## src/design/mdt_pkg.sv

```systemverilog
// shared types, constants and helpers of the manhattan distance transform unit
package mdt_pkg;

  localparam int unsigned DIST_W    = 9;
  localparam int unsigned CFG_W     = 9;
  localparam int unsigned CFG_IDX_W = 2;
  localparam int unsigned COORD_W   = 8;
  localparam int unsigned Q_DEPTH   = 2;
  localparam int unsigned Q_PW      = 1;
  localparam int unsigned Q_CW      = 2;

  localparam logic [DIST_W-1:0]    DIST_MAX = 9'd511;
  localparam logic [CFG_W-1:0]     CFG_SIZE_RESET = 9'd256;
  localparam logic [CFG_IDX_W-1:0] REG_ROWS = 2'd0;
  localparam logic [CFG_IDX_W-1:0] REG_COLS = 2'd1;
  localparam logic                 CMD_WRITE = 1'b0;
  localparam logic                 CMD_READ  = 1'b1;

  typedef enum logic [1:0] {
    OP_WRITE,
    OP_READ,
    OP_RANGE
  } op_e;

  typedef enum logic [2:0] {
    ST_CLEAR,
    ST_IDLE,
    ST_FWD_RD,
    ST_FWD_WR,
    ST_BWD_RD,
    ST_BWD_WR,
    ST_RD_DATA
  } state_e;

  typedef struct packed {
    op_e                op;
    logic [COORD_W-1:0] row;
    logic [COORD_W-1:0] col;
    logic               pixel;
  } mdt_item_t;

  function automatic logic [DIST_W-1:0] sat_inc(input logic [DIST_W-1:0] x);
    return (x == DIST_MAX) ? DIST_MAX : x + 9'd1;
  endfunction

  function automatic logic [DIST_W-1:0] min3(input logic [DIST_W-1:0] a,
                                             input logic [DIST_W-1:0] b,
                                             input logic [DIST_W-1:0] c);
    logic [DIST_W-1:0] m;
    m = (a < b) ? a : b;
    return (m < c) ? m : c;
  endfunction

endpackage

```

## src/design/mdt_queue.sv

```systemverilog
// two-entry queue between the front end and the transform engine
module mdt_queue (
  input  logic               clk_i,
  input  logic               rst_ni,
  input  logic               push_i,
  input  mdt_pkg::mdt_item_t item_i,
  output logic               full_o,
  input  logic               pop_i,
  output logic               head_valid_o,
  output mdt_pkg::mdt_item_t head_o
);
  import mdt_pkg::*;

  mdt_item_t             ent_q [Q_DEPTH];
  logic [Q_PW-1:0]       wr_ptr_q, wr_ptr_d;
  logic [Q_PW-1:0]       rd_ptr_q, rd_ptr_d;
  logic [Q_CW-1:0]       cnt_q, cnt_d;
  logic                  do_push, do_pop;

  assign full_o       = (cnt_q == Q_CW'(Q_DEPTH));
  assign head_valid_o = (cnt_q != '0);
  assign head_o       = ent_q[rd_ptr_q];
  assign do_push      = push_i && !full_o;
  assign do_pop       = pop_i && head_valid_o;

  always_comb begin
    wr_ptr_d = do_push ? wr_ptr_q + 1'b1 : wr_ptr_q;
    rd_ptr_d = do_pop ? rd_ptr_q + 1'b1 : rd_ptr_q;
    cnt_d    = cnt_q;
    if (do_push && !do_pop) begin
      cnt_d = cnt_q + 2'd1;
    end else if (!do_push && do_pop) begin
      cnt_d = cnt_q - 2'd1;
    end
  end

  always_ff @(posedge clk_i or negedge rst_ni) begin
    if (!rst_ni) begin
      wr_ptr_q <= '0;
      rd_ptr_q <= '0;
      cnt_q    <= '0;
    end else begin
      wr_ptr_q <= wr_ptr_d;
      rd_ptr_q <= rd_ptr_d;
      cnt_q    <= cnt_d;
    end
  end

  always_ff @(posedge clk_i) begin
    if (do_push) begin
      ent_q[wr_ptr_q] <= item_i;
    end
  end

endmodule

```

## config.mk

```make
export PLATFORM = sky130hd
export DESIGN_NAME = mdt_queue
export DESIGN_NICKNAME = d
export VERILOG_FILES = /design/src/design/mdt_pkg.sv /design/src/design/mdt_queue.sv
export SDC_FILE = /design/constraint.sdc
export NUM_CORES = 1
export LEC_CHECK = 0
export BUFFER_PORTS_ARGS = -buffer_cell sky130_fd_sc_hd__buf_4
export CORE_MARGIN = 1
export CORE_UTILIZATION = 35
export CTS_CLUSTER_DIAMETER = 40
export CTS_CLUSTER_SIZE = 30
export DETAILED_ROUTE_END_ITERATION = 10
export HOLD_SLACK_MARGIN = 0.03
export PLACE_DENSITY_LB_ADDON = 0.12
export SYNTH_ARGS = -nofsm -noshare
export SYNTH_HDL_FRONTEND = slang
export SYNTH_SLANG_ARGS = --single-unit
export TNS_END_PERCENT = 100
```

## constraint.sdc

```tcl
create_clock -name clk_i -period 2.15 [get_ports clk_i]
set_input_delay 0.43 -clock clk_i [delete_from_list [all_inputs] [get_ports clk_i]]
set_output_delay 0.43 -clock clk_i [all_outputs]
set_load 0.05 [all_outputs]
```

# --- After elaboration in Yosys (flattened, before gate mapping) ---
# Memories as Yosys holds them, arrays and structs flattened.
# Index checks and enable logic that the tools add are counted.
word_totals:
  regBits: 4
  ram_bits: 38
  input_bits: 23
  out_inout_bits: 21
  mem_count: 1
mem_list:
  columns: ["memory", "words", "width", "read_ports", "rd_clocked_by_memory_dff", "write_ports", "line", "source"]
  rows:
  - ["ent_q", 2, 19, 1, 0, 1, "mdt_queue.sv:14", "mdt_item_t ent_q [Q_DEPTH];"]
classes:
  n_addsub: 4
  eq_ne: 1
  n_mux: 4
  n_reduce_logical: 9
op_table:
  columns: ["op", "n"]
  rows:
  - ["1-bit logical AND", 4]
  - ["2-bit 2-to-1 mux", 2]
  - ["2-bit nonzero test", 2]
  - ["1-bit zero test", 3]
  - ["1-bit adder (second input constant)", 2]
  - ["2-bit by 1-bit adder with 2-bit output (second input constant)", 1]
  - ["2-bit equality test (second input constant)", 1]
  - ["1-bit 2-to-1 mux", 2]
  - ["2-bit by 1-bit subtractor with 2-bit output (second input constant)", 1]

# --- Depth between registers and ports, before layout ---
logic_depth:
  word_depth: 7
  ltp_mapped: 7

# --- Worst setup path before layout ---
# OpenSTA, ideal clock, no wires.
synth_timing:
  path_kind: "reg-to-reg"
  start: "register cnt_q[0]"
  end: "memory ent_q[0][0] in the netlist's numbering (enable)"
  arrival_ns: 1.449
  required_time_ns: 1.755
  setup_slack_ns: 0.307
  path_stages_with_launch: 4
  path_buffers: 0
  synth_period_minus_slack_ns: 1.843
  cell_sequence: "dfrtp_1 > nand2b_1 > nand2_1 > nor2_1"
synth_via:
  elab_chain_len: 5
synth_rtl:
  columns: ["item", "line", "source"]
  rows:
  - ["start: declaration", "mdt_queue.sv:17", "logic [Q_CW-1:0] cnt_q, cnt_d;"]
  - ["start signal: assignment", "mdt_queue.sv:45", "cnt_q <= cnt_d;"]
  - ["2-bit equality test", "mdt_queue.sv:20", "assign full_o = (cnt_q == Q_CW'(Q_DEPTH));"]
  - ["1-bit zero test", "mdt_queue.sv:23", "assign do_push = push_i && !full_o;"]
  - ["1-bit logical AND", "mdt_queue.sv:23", null]
  - ["1-bit 2-to-1 mux", "mdt_queue.sv:50", "if (do_push) begin"]
  - ["1-bit 2-to-1 mux (not written as such)", "mdt_queue.sv:51", "ent_q[wr_ptr_q] <= item_i;"]
  - ["end: declaration", "mdt_queue.sv:14", null]
# No other way between the ends.

==> flow_results.org <==
** Run status
- Outcome :: finished, final reports clean

** Synthesis
- The number of different library cells used by synthesis comes to 14.
- FF+latch count, synth :: 42
- Number of standard cells after synthesis :: 78
- Of the synthesized area, sequential elements account for between 70% and 80%.
- Number of nets produced by synthesis :: 102
- Average size of a mapped cell :: slightly above 20 um2
- Area of the mapped netlist :: between 1500 and 2000 um2
- Yosys printed 0 warnings.

** Clocking
- Clock tree synthesis selected as its root buffer the cell sky130_fd_sc_hd__clkbuf_8.
- Worst-skew pair later-pin latency :: 290 ps
- H-tree Lvls :: 2
- Clock slew seen by the registers of the worst setup and hold paths :: 80 ps
- The clock net in this run drives a total of 42 sinks.
- The number of clock buffers added by TritonCTS is 5.
- Quantity of gates resized following cts :: 0
- Number of buffers on the longest clock path :: 2
- TritonCTS clock tree :: done

** Worst setup path
- Max incr delay on CP :: 500 ps
- Counting both buffers and inverters, the worst setup path holds a total of 2.
- The worst register-to-register path has a depth of 3.
- Data required time of the worst path :: 1720 ps
- Cell-by-cell listing of the critical path :: buf_12 > mux2_1 > buf_4
- The critical path is of the flip-flop to output pin type.
- The critical path runs through a total of 3 cells.
- The slowest stage of the critical path is the sky130_fd_sc_hd__dfrtp_1 cell.
- Data on the critical path arrives at its endpoint at between 1500 and 2000 ps.
- STA classifies the critical path endpoint as an output pin.
- Crit path max fanout :: 16
- Startpoint type of the worst setup path :: flip-flop
- Top cell family by delay on the critical path :: flip-flops

** Pwr
- Share of power burned in the clock network :: 18.3%
- Total leakage power :: 0.826 nW
- In this run the power spent charging and discharging nets is about 1.3 mW.
- Switching share of power :: ~40%
- For this design the ratio of total power to cell area is 1570 nW/um2.
- Internal power comes to 1.98 mW.
- Proportion of power drawn by flip-flops and latches :: 36.3%
- IR Drop Worst-Case VDD :: 672 uV
- In this run, the combinational gates consume between 40% and 50% of the power.

** STA
- Slew margin rel. :: between 70% and 80%
- Slew at the pin with the worst max-slew slack :: 381 ps
- Setup repair after global routing left no endpoint under its margin.
- Final Hold Violating Endpoints :: 0
- The count of final max-slew check failures is 0.
- Timing would allow up to about 0.5 GHz.
- Final period demand of the worst path :: around 2000 ps
- Total negative slack :: 0 ps
- After layout, the worst setup slack is 196 ps.
- Count of final setup violators :: 0
- On the final layout, the worst clock skew is 7.96 ps.
- Final hold slack :: 318 ps
- In the finished design, the share of the clock period the worst path needs comes to around nine tenths.

** Global routing
- Global-route met2 utilization :: 20.0%
- Antenna violations before repair :: 0
- For met1 alone, demand over resource in global routing was 13.7%.
- Top Usage Layer GRT :: met2
- GRT Resource Usage Total :: between 10% and 20%
- Met3 Track Usage GR :: approximately 6.0%
- Vias in the first global route :: 906
- Pin count of the biggest net entering global routing :: 17
- The first global-routing pass estimated 4.33 mm of wire.
- Grt ovf :: 0

** Layout
- Seq. cell area :: about 1200 um2
- Filler instances :: 376
- In the final layout, the share of cells above drive strength 1 is 43.2%.
- Most frequent cells in the layout :: 46 x sky130_fd_sc_hd__buf_4, 38 x sky130_fd_sc_hd__edfxtp_1, 19 x sky130_fd_sc_hd__mux2_1
- In the final layout, the multi-input gates occupy 317 um2.
- The repair_antennas step left the layout with diodes totalling 0.
- For this run, the post-layout net count is 155.
- From synthesis to final layout, the design area changed by 34.1%.
- Most common cell after layout, fill and taps aside :: sky130_fd_sc_hd__buf_4

** Drt
- The count of nets left with antenna violations once routing finished came out at 0.
- In this run, the number of DRC markers left after iteration 0 of detailed routing was 23.
- Per-cell routed wire length :: approximately 14 um
- Using the TritonRoute via totals, the vias-per-cell ratio works out to about 4.5.
- Vias :: 830
- For this block, the routed nets add up to 2.58 mm of wire.
- The pre-antenna-repair detailed-routing pass consisted of 3 iterations.
- For this run, design rule violations remaining after detail routing come to 0.

** Floorplanning
- 44 I/O pins were placed.
- The initial utilization of the core area, before any placement, comes to between 30 and 40%.
- The region available for standard cell placement spans 4350 um2.
- Die Area :: 4780 um2
- Std cell rows :: 24
- Die span in y :: 69.1 um
- Die Width :: 69.1 um

** Placement
- The congestion estimate from routability-driven global placement came to 0.601.
- Port Buffer Count :: 43
- Prior to clock tree synthesis, the placed netlist has a worst setup slack of between 400 and 500 ps.
- Summed over all nets, the half-perimeter wirelength after detailed placement is 1.80 mm.

** Min path
- Hold depth :: 1
- Class of the worst hold path :: input pin to flip-flop

** Run
- # Max-Cap Violations :: 0
## state kept, by name (all words and copies together) (netlist names)
register	cells
ent_q	38
cnt_q	2
rd_ptr_q	1
wr_ptr_q	1
## final timing paths
kind / slack (ps) / startpoint / endpoint
min reg2reg: 490 / cnt_q[1]$_DFFE_PN0P_ / cnt_q[1]$_DFFE_PN0P_
max in group asynchronous: 1570 / rst_ni / wr_ptr_q$_DFFE_PN0P_
min: 320 / item_i[13] / ent_q[1][13]$_DFFE_PP_
min in group asynchronous: 470 / rst_ni / rd_ptr_q$_DFFE_PN0P_
max reg2reg: 600 / cnt_q[0]$_DFFE_PN0P_ / ent_q[1][2]$_DFFE_PP_
max: 200 / rd_ptr_q$_DFFE_PN0P_ / head_o[17]
## per-stage QoR
step | instances | util [%] | cell area (um2) | power [mW]
floorplan | 78 | - | 1580 | 2.28
global placement | 175 | 45.8 | 2000 | 2.73
detailed placement | 175 | 45.8 | 2000 | 2.75
CTS | 184 | 48.6 | 2120 | 3.37
global route | 184 | 48.6 | 2120 | 3.48
finish | 184 | 48.6 | 2120 | 3.32
## cells in the mapped netlist
library cell               instances  share of area, %
sky130_fd_sc_hd__edfxtp_1         38                72
sky130_fd_sc_hd__mux2_1           19                14
sky130_fd_sc_hd__dfrtp_1           4               6.3
sky130_fd_sc_hd__xnor2_1           3               1.7
sky130_fd_sc_hd__buf_4             2              0.95
sky130_fd_sc_hd__inv_1             2              0.48
sky130_fd_sc_hd__nor2_1            2              0.48
sky130_fd_sc_hd__xor2_1            2               1.1
sky130_fd_sc_hd__and3_1            1              0.40
sky130_fd_sc_hd__ha_1              1              0.79
sky130_fd_sc_hd__nand2_1           1              0.24
sky130_fd_sc_hd__nand2_4           1              0.71
sky130_fd_sc_hd__nand2b_1          1              0.40
sky130_fd_sc_hd__or2_4             1              0.56
## cell type report
class / count / area share, %
sequential: 42 / 58.7
clock buffer: 6 / 3.43
inverter: 2 / 0.355
tap: 52 / 3.08
multi-input combinational: 32 / 15.0
timing repair buffer: 48 / 17.7
clock inverter: 2 / 1.77
## timing repair
action / in CTS / in global routing
hold buffers: 1 / 0
buffers inserted: 0 / 0
hold endpoints to repair: 4 / 0
## power by group through the flow
| stage | Clock [mW] | Combinational, mW | Sequential (mW) |
|---|---|---|---|
| floorplan | 0 | 1.08 | 1.19 |
| global placement | 0 | 1.52 | 1.22 |
| detailed placement | 0 | 1.52 | 1.23 |
| CTS | 0.630 | 1.53 | 1.21 |
| global route | 0.660 | 1.60 | 1.22 |
| finish | 0.606 | 1.51 | 1.20 |
## logic make-up (layout without fill, tap and decap cells)
group         count (synthesis)  after routing  share of synthesized area (%)
xor+xnor                      5              5                           2.78
fa+ha+maj                     1              1                          0.793
buf+inv                       4             58                           1.43
flops                        42             42                           78.7
mux                          19             19                           13.6
simple gates                  7              7                           2.78
## layer usage
| metal | wire (um) | share of wire (%) | vias to the layer above |
|---|---|---|---|
| met4 | 42 | 1.6 | 0 |
| met2 | 1300 | 50 | 32 |
| met3 | 190 | 7.4 | 5 |
| li1 | - | - | 396 |
| met5 | 0 | 0 | - |
| met1 | 1050 | 41 | 397 |
Power figures use the tool's default switching activity.
