===== config.mk =====
export PLATFORM = sky130hd
export DESIGN_NAME = mdt_front
export DESIGN_NICKNAME = d
export VERILOG_FILES = /design/src/design/mdt_pkg.sv /design/src/design/mdt_front.sv
export SDC_FILE = /design/constraint.sdc
export NUM_CORES = 1
export LEC_CHECK = 0
export BUFFER_PORTS_ARGS = -buffer_cell sky130_fd_sc_hd__buf_2
export CAP_MARGIN = 20
export CORE_MARGIN = 2
export CORE_UTILIZATION = 36
export DETAILED_ROUTE_END_ITERATION = 12
export PLACE_DENSITY = 0.94
export SYNTH_ARGS = -nofsm -noshare
export SYNTH_HDL_FRONTEND = slang
export SYNTH_SLANG_ARGS = --single-unit

===== constraint.sdc =====
create_clock -name vclk -period 2
set_clock_uncertainty 0.15 [all_clocks]
set_input_delay 0.4 -clock vclk [all_inputs]
set_output_delay 0.4 -clock vclk [all_outputs]
set_load 0.02 [all_outputs]

===== src/design/mdt_pkg.sv =====
// shared types, constants and helpers of the manhattan distance transform unit
package mdt_pkg;

  localparam int unsigned DIST_W    = 9;
  localparam int unsigned CFG_W     = 9;
  localparam int unsigned CFG_IDX_W = 2;
  localparam int unsigned COORD_W   = 8;
  localparam int unsigned Q_DEPTH   = 2;
  localparam int unsigned Q_PW      = 1;
  localparam int unsigned Q_CW      = 2;

  localparam logic [DIST_W-1:0]    DIST_MAX = 9'd511;
  localparam logic [CFG_W-1:0]     CFG_SIZE_RESET = 9'd256;
  localparam logic [CFG_IDX_W-1:0] REG_ROWS = 2'd0;
  localparam logic [CFG_IDX_W-1:0] REG_COLS = 2'd1;
  localparam logic                 CMD_WRITE = 1'b0;
  localparam logic                 CMD_READ  = 1'b1;

  typedef enum logic [1:0] {
    OP_WRITE,
    OP_READ,
    OP_RANGE
  } op_e;

  typedef enum logic [2:0] {
    ST_CLEAR,
    ST_IDLE,
    ST_FWD_RD,
    ST_FWD_WR,
    ST_BWD_RD,
    ST_BWD_WR,
    ST_RD_DATA
  } state_e;

  typedef struct packed {
    op_e                op;
    logic [COORD_W-1:0] row;
    logic [COORD_W-1:0] col;
    logic               pixel;
  } mdt_item_t;

  function automatic logic [DIST_W-1:0] sat_inc(input logic [DIST_W-1:0] x);
    return (x == DIST_MAX) ? DIST_MAX : x + 9'd1;
  endfunction

  function automatic logic [DIST_W-1:0] min3(input logic [DIST_W-1:0] a,
                                             input logic [DIST_W-1:0] b,
                                             input logic [DIST_W-1:0] c);
    logic [DIST_W-1:0] m;
    m = (a < b) ? a : b;
    return (m < c) ? m : c;
  endfunction

endpackage


===== src/design/mdt_front.sv =====
// front end: accepts input transfers, range checks and classifies them
module mdt_front (
  input  logic                       in_valid_i,
  output logic                       in_stall_o,
  input  logic                       command_i,
  input  logic [7:0]                 row_i,
  input  logic [7:0]                 col_i,
  input  logic                       pixel_i,
  input  logic [8:0]                 eff_rows_i,
  input  logic [8:0]                 eff_cols_i,
  input  logic                       clearing_i,
  input  logic                       q_full_i,
  output logic                       push_o,
  output mdt_pkg::mdt_item_t         item_o
);
  import mdt_pkg::*;

  logic in_window;
  logic accept;

  assign in_window  = ({1'b0, row_i} < eff_rows_i) && ({1'b0, col_i} < eff_cols_i);
  assign in_stall_o = clearing_i || q_full_i;
  assign accept     = in_valid_i && !in_stall_o;

  always_comb begin
    item_o.row   = row_i;
    item_o.col   = col_i;
    item_o.pixel = pixel_i;
    push_o       = 1'b0;
    if (command_i == CMD_READ) begin
      item_o.op = in_window ? OP_READ : OP_RANGE;
      push_o    = accept;
    end else begin
      // out-of-range pixel writes are dropped here
      item_o.op = OP_WRITE;
      push_o    = accept && in_window;
    end
  end

endmodule


# Word level (Yosys, flattened, before mapping)
# Cells that the tools add are included.
# W data, S select, Z words.
word_totals:
  inputBits: 39
  register_bits: 0
  word_cells: 10
classes:
  order_cmp: 2
  n_mux: 3
  n_reduce_logical: 5
ops:
  columns: ["op", "n"]
  rows:
  - ["$lt A8 B9 Y1", 2]
  - ["$mux W2", 2]
  - ["$logic_and A1 B1 Y1", 3]
  - ["$logic_not A1 Y1", 1]
  - ["$logic_or A1 B1 Y1", 1]
  - ["$mux W1", 1]

# Logic depth before layout (Yosys ltp)
# Gate-level depths: netlist of run 1.
logic_depth:
  word_depth: 5
  mapped_depth: 7

# Least setup slack after synthesis of run 1
# OpenSTA, ideal clock, no wires.
synth_path:
  kind: "input to output"
  start: "input eff_cols_i[2]"
  end: "output push_o"
  required_ns: 1.450
  slack_ns: -0.168
  n_path_buf: 0
  path_stages: 7
  arrival_time_ns: 1.618
  cell_sequence: "inv_1 > ha_1 > a21oi_2 > o21ai_1 > a31oi_1 > o221ai_2 > a211oi_2"
synth_between:
  elab_chain_len: 4
synth_rtl:
  columns: ["element", "line", "text"]
  rows:
  - ["from (decl)", "mdt_front.sv:10", "input logic [8:0] eff_cols_i,"]
  - ["$lt A8 B9 Y1", "mdt_front.sv:21", "assign in_window = ({1'b0, row_i} < eff_rows_i) && ({1'b0, col_i} < eff_cols_i);"]
  - ["$logic_and A1 B1 Y1", "mdt_front.sv:21", null]
  - ["$logic_and A1 B1 Y1", "mdt_front.sv:36", "push_o = accept && in_window;"]
  - ["$mux W1", "mdt_front.sv:30", "if (command_i == CMD_READ) begin"]
  - ["to (decl)", "mdt_front.sv:13", "output logic push_o,"]
# Every way passes these cells.

# Final worst setup path of run 1
layout_path:
  start: "input eff_rows_i[2]"
  end: "output push_o"
layout_between:
  elab_chain_len: 4
layout_rtl:
  columns: ["element", "line", "text"]
  rows:
  - ["from (decl)", "mdt_front.sv:9", "input logic [8:0] eff_rows_i,"]
  - ["$lt A8 B9 Y1", "mdt_front.sv:21", null]
  - ["$logic_and A1 B1 Y1", "mdt_front.sv:21", null]
  - ["$logic_and A1 B1 Y1", "mdt_front.sv:36", null]
  - ["$mux W1", "mdt_front.sv:30", null]
# Every way passes these cells.

==> results of run 1 <==
[area by class of cell]
type	count	area (sq um)	share of cell area
multi-input combinational	40	479	0.525
timing repair buffer	58	349	0.383
inverter	16	65.1	0.0713
tap	15	18.8	0.0206
[per-layer routing]
metal	up-vias	global-route usage
met5	-	0
met4	0	0
met3	0	0.0129
met2	38	0.382
met1	283	0.175
li1	308	-
[worst paths after layout]
check	cells past startpoint	start	slack, ns	endpoint
setup / recovery	9	eff_rows_i[2]	-0.19	push_o
hold / removal	0	pixel_i	0.65	item_o[0]
[power groups by stage]
stage / combinational (mW) / sequential (mW) / clock, mW
6_report: 0.224 / 0 / 0
5_1_grt: 0.247 / 0 / 0
4_1_cts: 0.208 / 0 / 0
3_5_place_dp: 0.190 / 0 / 0
3_3_place_gp: 0.181 / 0 / 0
2_1_floorplan: 0.136 / 0 / 0
[cell families (layout without fill, tap and decap cells)]
group / after synthesis / count (layout)
adders and majority gates: 14 / 14
and+or+nand+nor: 12 / 12
buffers and inverters: 33 / 74
AOI/OAI and AO/OA: 14 / 14
[what timing repair did]
| action | 4_1_cts | 5_1_grt |
|---|---|---|
| setup endpoints to repair | 3 | 3 |
| gates resized for setup | 17 | 11 |
| pin swaps | 8 | 7 |
| hold buffers | 0 | 0 |
[cells in the mapped netlist (all sizes together)]
cell type and count:
a211oi 1, a21o 2, a21oi 6, a31oi 2
and2 1, buf 17, ha 14, inv 16
nand2 2, nand3 2, nand4b 2, nor2 2
nor2b 2, o21ai 2, o221ai 1, or2 1
[through the flow]
| stage | hold slack, ns | worst slack, ns | TNS (ns) |
|---|---|---|---|
| 2_1_floorplan | 0.763 | 0.00123 | 0 |
| 3_3_place_gp | 0.650 | -0.247 | -0.619 |
| 3_5_place_dp | 0.650 | -0.281 | -0.709 |
| 4_1_cts | 0.650 | -0.234 | -0.558 |
| 5_1_grt | 0.650 | -0.282 | -0.711 |
| 6_report | 0.650 | -0.192 | -0.435 |
==> reports/metrics.yaml, run 1 <==
status: "finished, violations left"
failed_checks: "negative setup slack"
io_buffers: 58
cap_violations: 0
synth-compound-area-share: 0.188
post-route-period-util: 1.10
hold_violations: 0
synth-simple-area-share: 0.129
cp_num_buf_inv: 3
syn-cell-area_sq_um: 532
p_clk_frac: 0
timing.final.ws_setup_ns: -0.192
slew_viol_final: 0
synth.avg_cell_area_sq_um: 7.28
routabilityCongestion: 0.670
total_power_mw: 0.224
synthToLayoutAreaGrowth_pct: 71.5
track_usage: 0.172
rsz0062_at_grt: "true"
crit_top_cell: "buf_6"
grt_max_degree: 4
synthCells: 73
wl_met1_um: 521
seq_cell_count: 0
path_class: "in -> out"
syn-num-nets: 126
synthDistinctLibCells: 19
ir_drop_mv: 0.108
vias_per_cell: 4.88
max_stage_delay_ns: 0.23
dr.pass1.iters: 2
finalNetCount: 169
p_leak_nw: 0.496
critical_path.slowest_cell: "a211oi_4"
combPwrFrac: 1.000
grt_pass1_vias: 598
yosys_warnings: 0
required_ns: 1.45
die_area_sq_um: 1800
netlist.area_leader.share: 0.329
p_seq_frac: 0
p_switching_mw: 0.112
powerDensity_nw_per_um2: 246
p_int_mw: 0.112
placed_area_sq_um: 800
synthAdderAreaFrac: 0.329
arrival_ns: 1.64
drive_above_1_share: 0.754
critPathLaunchType: "primary input"
ff_latch_area_sq_um: 0
fillers: 112
vias: 629
relSlewSlack: 0.821
io_pins: 60
worst_slew_pin_slew_ns: 0.269
n_antenna_cell: 0
gr-total-overflow: 0
layout_common_cells: "48 x buf_2, 9 x inv_1, 9 x buf_6"
wl_um: 1530
final_util: 0.684
detail-route-antenna-nets: 0
grt_pass1_wl_um: 2530
crit_family: "compound AO/OA/AOI/OAI gates"
wl_met2_um: 856
hold_path_class: "in -> out"
top_layer: "met3"
wl_per_cell_um: 11.9
stdcell_count: 129
seq_area_frac_synth: 0
dpl.hpwl_um: 1270
placed_cells: 129
swShare: 0.498
die_h_um: 42.4
finalCriticalPeriod_ns: 2.19
drt_iter0_markers: 1
setup_viol: 3
drcViolationCount: 0
core_region_area_sq_um: 1330
synthMuxAreaShare: 0
start_util: 0.399
synth_xor_xnor_area_share: 0
synth_top_area_cell: "ha_1"
final_area_sq_um: 912
clkbuf_count: 0
antenna_found_initial: 0
die_w_um: 42.4
worstPathMaxFanout: 3
post-cts-setup-buffers: 0
wl_met3_um: 151
layout_commonest_cell: "buf_2"
synthTopCellsByArea: "ha_1 33%, buf_4 24%, inv_1 11%, a21oi_1 4.7%, nand4b_1 3.3%"
rows: 13
fmax_ghz: 0.456
synth_top_family_by_area: "buffers and inverters"
end_kind: "output port"
cp_cell_sequence: "buf_6, inv_4, ha_4, a21oi_2, o21ai_2, a31oi_2, o221ai_2, a211oi_4, buf_6"
Note: power is estimated with default switching activity, not from simulation.
==> inputs of run 2 (changes only) <==
--- a/config.mk
+++ b/config.mk
@@ -7,8 +7,10 @@
 export LEC_CHECK = 0
 export BUFFER_PORTS_ARGS = -buffer_cell sky130_fd_sc_hd__buf_2
 export CAP_MARGIN = 20
+export CELL_PAD_IN_SITES_DETAIL_PLACEMENT = 1
+export CELL_PAD_IN_SITES_GLOBAL_PLACEMENT = 2
 export CORE_MARGIN = 2
-export CORE_UTILIZATION = 36
+export CORE_UTILIZATION = 16
 export DETAILED_ROUTE_END_ITERATION = 12
 export PLACE_DENSITY = 0.94
 export SYNTH_ARGS = -nofsm -noshare
==> run 2 against run 1 <==
Compared with the run above: the run still ends with negative setup slack left; final cell count rose by 24%; clock-buffer cell count did not move; critical path depth fell by 1; largest power group unchanged; highest routed layer unchanged.
==> reports/metrics.yaml, run 2 (same netlist as run 1, synthesis figures left out) <==
worst_slew_pin_slew_ns: 0.240  # was 0.269 ns
p_leak_nw: 0.510  # was 0.496 nW
post-cts-setup-buffers: 0  # unchanged
worstPathMaxFanout: 3  # unchanged
ir_drop_mv: 0.0677  # was 0.108 mV
fmax_ghz: 0.443  # was 0.456 GHz
vias: 625  # was 629
finalCriticalPeriod_ns: 2.26  # was 2.19 ns
failed_checks: "negative setup slack"  # unchanged
track_usage: 0.0725  # was 0.172
critPathLaunchType: "primary input"  # unchanged
cp_cell_sequence: "buf_2, inv_2, ha_4, a21o_2, a31oi_4, o221ai_4, a211oi_4, buf_6"  # was buf_6, inv_4, ha_4, a21oi_2, o21ai_2, a31oi_2, o221ai_2, a211oi_4, buf_6
grt_max_degree: 4  # unchanged
hold_start: "pixel_i"  # unchanged
timing.final.ws_setup_ns: -0.259  # was -0.192 ns
cp_num_buf_inv: 3  # unchanged
required_ns: 1.45  # about the same
placed_area_sq_um: 851  # was 800 sq um
drt_iter0_markers: 3  # was 1
antenna_found_initial: 0  # unchanged
whs_path_depth: 0  # unchanged
critical_path.slowest_cell: "a211oi_4"  # unchanged
layout_common_cells: "50 x buf_2, 10 x inv_1, 8 x ha_4"  # was 48 x buf_2, 9 x inv_1, 9 x buf_6
grt_pass1_vias: 562  # was 598
wl_per_cell_um: 10.5  # was 11.9 um
post-route-period-util: 1.13  # was 1.10
setup_viol: 3  # unchanged
cts_hold_buf: 0  # unchanged
ff_latch_area_sq_um: 0  # unchanged
path_class: "in -> out"  # unchanged
grt_pass1_wl_um: 2130  # was 2530 um
slew_viol_final: 0  # unchanged
relSlewSlack: 0.840  # was 0.821
start_util: 0.171  # was 0.399
io_pins: 60  # unchanged
finalNetCount: 171  # was 169
seq_cell_count: 0  # unchanged
hold_path_class: "in -> out"  # unchanged
vias_per_cell: 3.91  # was 4.88
status: "finished, violations left"  # unchanged
gr-total-overflow: 0  # unchanged
fillers: 388  # was 112
dr.pass1.iters: 2  # unchanged
rsz0062_at_grt: "true"  # unchanged
layout_commonest_cell: "buf_2"  # unchanged
synthToLayoutAreaGrowth_pct: 88.7  # was 71.5%
worstHoldEndpoint: "item_o[0]"  # unchanged
powerDensity_nw_per_um2: 247  # was 246 nW/um^2
drive_above_1_share: 0.776  # was 0.754
max_stage_delay_ns: 0.26  # was 0.23 ns
io_buffers: 58  # unchanged
die_h_um: 61.7  # was 42.4 um
multi_input_area_sq_um: 528  # was 479 sq um
crit_family: "compound AO/OA/AOI/OAI gates"  # unchanged
arrival_ns: 1.71  # was 1.64 ns
rows: 20  # was 13
final_util: 0.323  # was 0.684
detail-route-antenna-nets: 0  # unchanged
die_area_sq_um: 3800  # was 1800 sq um
die_w_um: 61.7  # was 42.4 um
cap_violations: 0  # unchanged
routabilityCongestion: 0.599  # was 0.670
drcViolationCount: 0  # unchanged
core_region_area_sq_um: 3100  # was 1330 sq um
clkbuf_count: 0  # unchanged
final_area_sq_um: 1000  # was 912 sq um
n_antenna_cell: 0  # unchanged
dpl.hpwl_um: 1520  # was 1270 um
wl_um: 1680  # was 1530 um
hold_violations: 0  # unchanged
end_kind: "output port"  # unchanged
==> run 2: per-layer routing <==
layer  track usage  vias up  routed length (um)
li1              -      312                   -
met1        0.0709      275                 549
met2         0.170       38                 961
met3             0        0                 166
met4             0        0                   0
met5             0        -                   0
==> run 2: cell type report <==
type | instances | share of cell area
Multi-Input combinational cell | 40 | 0.526
Timing Repair Buffer | 60 | 0.354
Inverter | 16 | 0.0648
Tap cell | 44 | 0.0549
==> run 2: how the worst max path moves through the flow <==
stage                        startpoint    endpoint  slack [ns]  cells past startpoint
after floorplan           eff_cols_i[4]      push_o       0.001                      6
after global placement    eff_cols_i[2]  item_o[18]       -0.25                      9
after detailed placement  eff_cols_i[2]      push_o       -0.32                      9
after CTS                      row_i[2]      push_o       -0.24                      8
after global routing           row_i[2]      push_o       -0.33                      8
final                     eff_cols_i[4]      push_o       -0.26                      8
==> run 2: through the flow <==
step	worst slack [ns]	cells	hold slack, ns	total power [mW]	TNS [ns]
finish	-0.259	160	0.650	0.248	-0.555
global route	-0.330	160	0.650	0.275	-0.820
CTS	-0.242	160	0.650	0.220	-0.649
detailed placement	-0.324	160	0.650	0.196	-0.869
global placement	-0.253	160	0.650	0.188	-0.655
floorplan	0.00123	73	0.763	0.136	0
==> run 2: power breakdown <==
part	leakage (nW)	switching [mW]	internal [mW]	total (mW)
Sequential	0	0	0	0
Combinational	0.510	0.125	0.124	0.248
Clock	0	0	0	0
Total	0.510	0.125	0.124	0.248
==> run 2: repair_timing <==
action,in CTS,in global routing
cloned,0,0
setup endpoints to repair,3,3
resized for setup,20,13
pin swaps,4,6
==> inputs of run 3 (changes only) <==
--- a/config.mk
+++ b/config.mk
@@ -13,6 +13,7 @@
 export CORE_UTILIZATION = 16
 export DETAILED_ROUTE_END_ITERATION = 12
 export PLACE_DENSITY = 0.94
+export SKIP_LAST_GASP = 1
 export SYNTH_ARGS = -nofsm -noshare
 export SYNTH_HDL_FRONTEND = slang
 export SYNTH_SLANG_ARGS = --single-unit
==> run 3 against run 2 <==
Compared with the run above: the flow still finishes with violations (negative setup slack); largest power group unchanged; die area unchanged; critical endpoint unchanged; maximum frequency is 0.59% higher; critical path type unchanged; final cell count is the same; worst hold slack did not move; critical path depth grew 1; worst setup slack better by 0.013 ns.
==> reports/metrics.yaml, run 3 (same netlist as run 1, synthesis figures left out) <==
setup_viol: 3  # unchanged
seq_cell_count: 0  # unchanged
dr.pass1.iters: 2  # unchanged
vias: 622  # was 625
fmax_ghz: 0.445  # was 0.443 GHz
critical_path.slowest_cell: "a211oi_4"  # unchanged
gr-total-overflow: 0  # unchanged
hold_violations: 0  # unchanged
layout_commonest_cell: "buf_2"  # unchanged
cp_cell_sequence: "buf_6, inv_4, ha_4, a21oi_2, o21ai_2, a31oi_2, o221ai_2, a211oi_4, buf_6"  # was buf_2, inv_2, ha_4, a21o_2, a31oi_4, o221ai_4, a211oi_4, buf_6
ir_drop_mv: 0.0596  # was 0.0677 mV
wl_um: 1610  # was 1680 um
start_util: 0.171  # unchanged
max_stage_delay_ns: 0.23  # was 0.26 ns
grt_pass1_wl_um: 2170  # was 2130 um
p_leak_nw: 0.504  # was 0.510 nW
wl_per_cell_um: 10.1  # was 10.5 um
critPathLaunchType: "primary input"  # unchanged
relSlewSlack: 0.808  # was 0.840
track_usage: 0.0742  # was 0.0725
io_buffers: 58  # unchanged
vias_per_cell: 3.89  # was 3.91
cts_hold_buf: 0  # unchanged
final_util: 0.302  # was 0.323
finalNetCount: 171  # unchanged
die_w_um: 61.7  # unchanged
final_area_sq_um: 936  # was 1000 sq um
detail-route-antenna-nets: 0  # unchanged
layout_common_cells: "49 x buf_2, 11 x inv_1, 8 x buf_6"  # was 50 x buf_2, 10 x inv_1, 8 x ha_4
finalCriticalPeriod_ns: 2.25  # was 2.26 ns
powerDensity_nw_per_um2: 232  # was 247 nW/um^2
status: "finished, violations left"  # unchanged
synthToLayoutAreaGrowth_pct: 76.0  # was 88.7%
arrival_ns: 1.70  # was 1.71 ns
worst_slew_pin_slew_ns: 0.287  # was 0.240 ns
dpl_worst_slack_ns: -0.324  # unchanged
clkbuf_count: 0  # unchanged
io_pins: 60  # unchanged
timing.final.ws_setup_ns: -0.245  # was -0.259 ns
crit_top_cell: "buf_6"
routabilityCongestion: 0.599  # unchanged
antenna_found_initial: 0  # unchanged
worstPathMaxFanout: 3  # unchanged
required_ns: 1.45  # about the same
n_antenna_cell: 0  # unchanged
drive_above_1_share: 0.716  # was 0.776
post-route-period-util: 1.12  # was 1.13
rows: 20  # unchanged
core_region_area_sq_um: 3100  # unchanged
rsz0062_at_grt: "true"  # unchanged
end_kind: "output port"  # unchanged
slew_viol_final: 0  # unchanged
whs_ns: 0.650  # unchanged
path_class: "in -> out"  # unchanged
ff_latch_area_sq_um: 0  # unchanged
grt_max_degree: 4  # unchanged
die_h_um: 61.7  # unchanged
hold_path_class: "in -> out"  # unchanged
die_area_sq_um: 3800  # unchanged
placed_area_sq_um: 851  # unchanged
cap_violations: 0  # unchanged
drt_iter0_markers: 2  # was 3
grt_pass1_vias: 568  # was 562
whs_path_depth: 0  # unchanged
failed_checks: "negative setup slack"  # unchanged
dpl.hpwl_um: 1520  # unchanged
setup_tns_ns: -0.636  # was -0.555 ns
drcViolationCount: 0  # unchanged
run 3: cell counts in the layout (fill, tap and decap cells not counted):
No cell type changed its count.
run 3: final timing paths:
path | from | to | slack, ns
min | pixel_i | item_o[0] | 0.65
max | eff_cols_i[2] | push_o | -0.25
run 3: worst max-delay path, delay by kind of cell:
| kind | cells | cell delay [ns] |
|---|---|---|
| buffers and inverters | 3 | 0.30 |
| adder cells (fa/ha/maj) | 1 | 0.20 |
| AO/OA/AOI/OAI | 5 | 0.80 |
run 3: report_power, final:
part | switching, mW | internal [mW] | total [mW]
logic | 0.109 | 0.109 | 0.217
registers | 0 | 0 | 0
clock network | 0 | 0 | 0
total | 0.109 | 0.109 | 0.217
run 3: area by class of cell:
class	instances	area (sq um)
Fill cell	397	2170
Inverter	16	62.6
Multi-Input combinational cell	40	460
Tap cell	44	55.1
Timing Repair Buffer	60	358
run 3: what timing repair did:
item / in CTS / in global routing
cloned: 0 / 0
pin swaps: 4 / 9
buffers inserted: 0 / 0
resized for setup: 15 / 6
setup endpoints to repair: 3 / 3
run 3: metal layers:
layer / up-vias / share of wire / track usage
met5: - / 0 / 0
met2: 38 / 0.57 / 0.176
met1: 272 / 0.33 / 0.0697
met4: 0 / 0 / 0
li1: 312 / - / -
met3: 0 / 0.10 / 0.00210
run 3: metrics by stage:
step,std cells,total power [mW]
detailed placement,160,0.196
finish,160,0.217
floorplan,73,0.136
global placement,160,0.188
CTS,160,0.215
global route,160,0.243
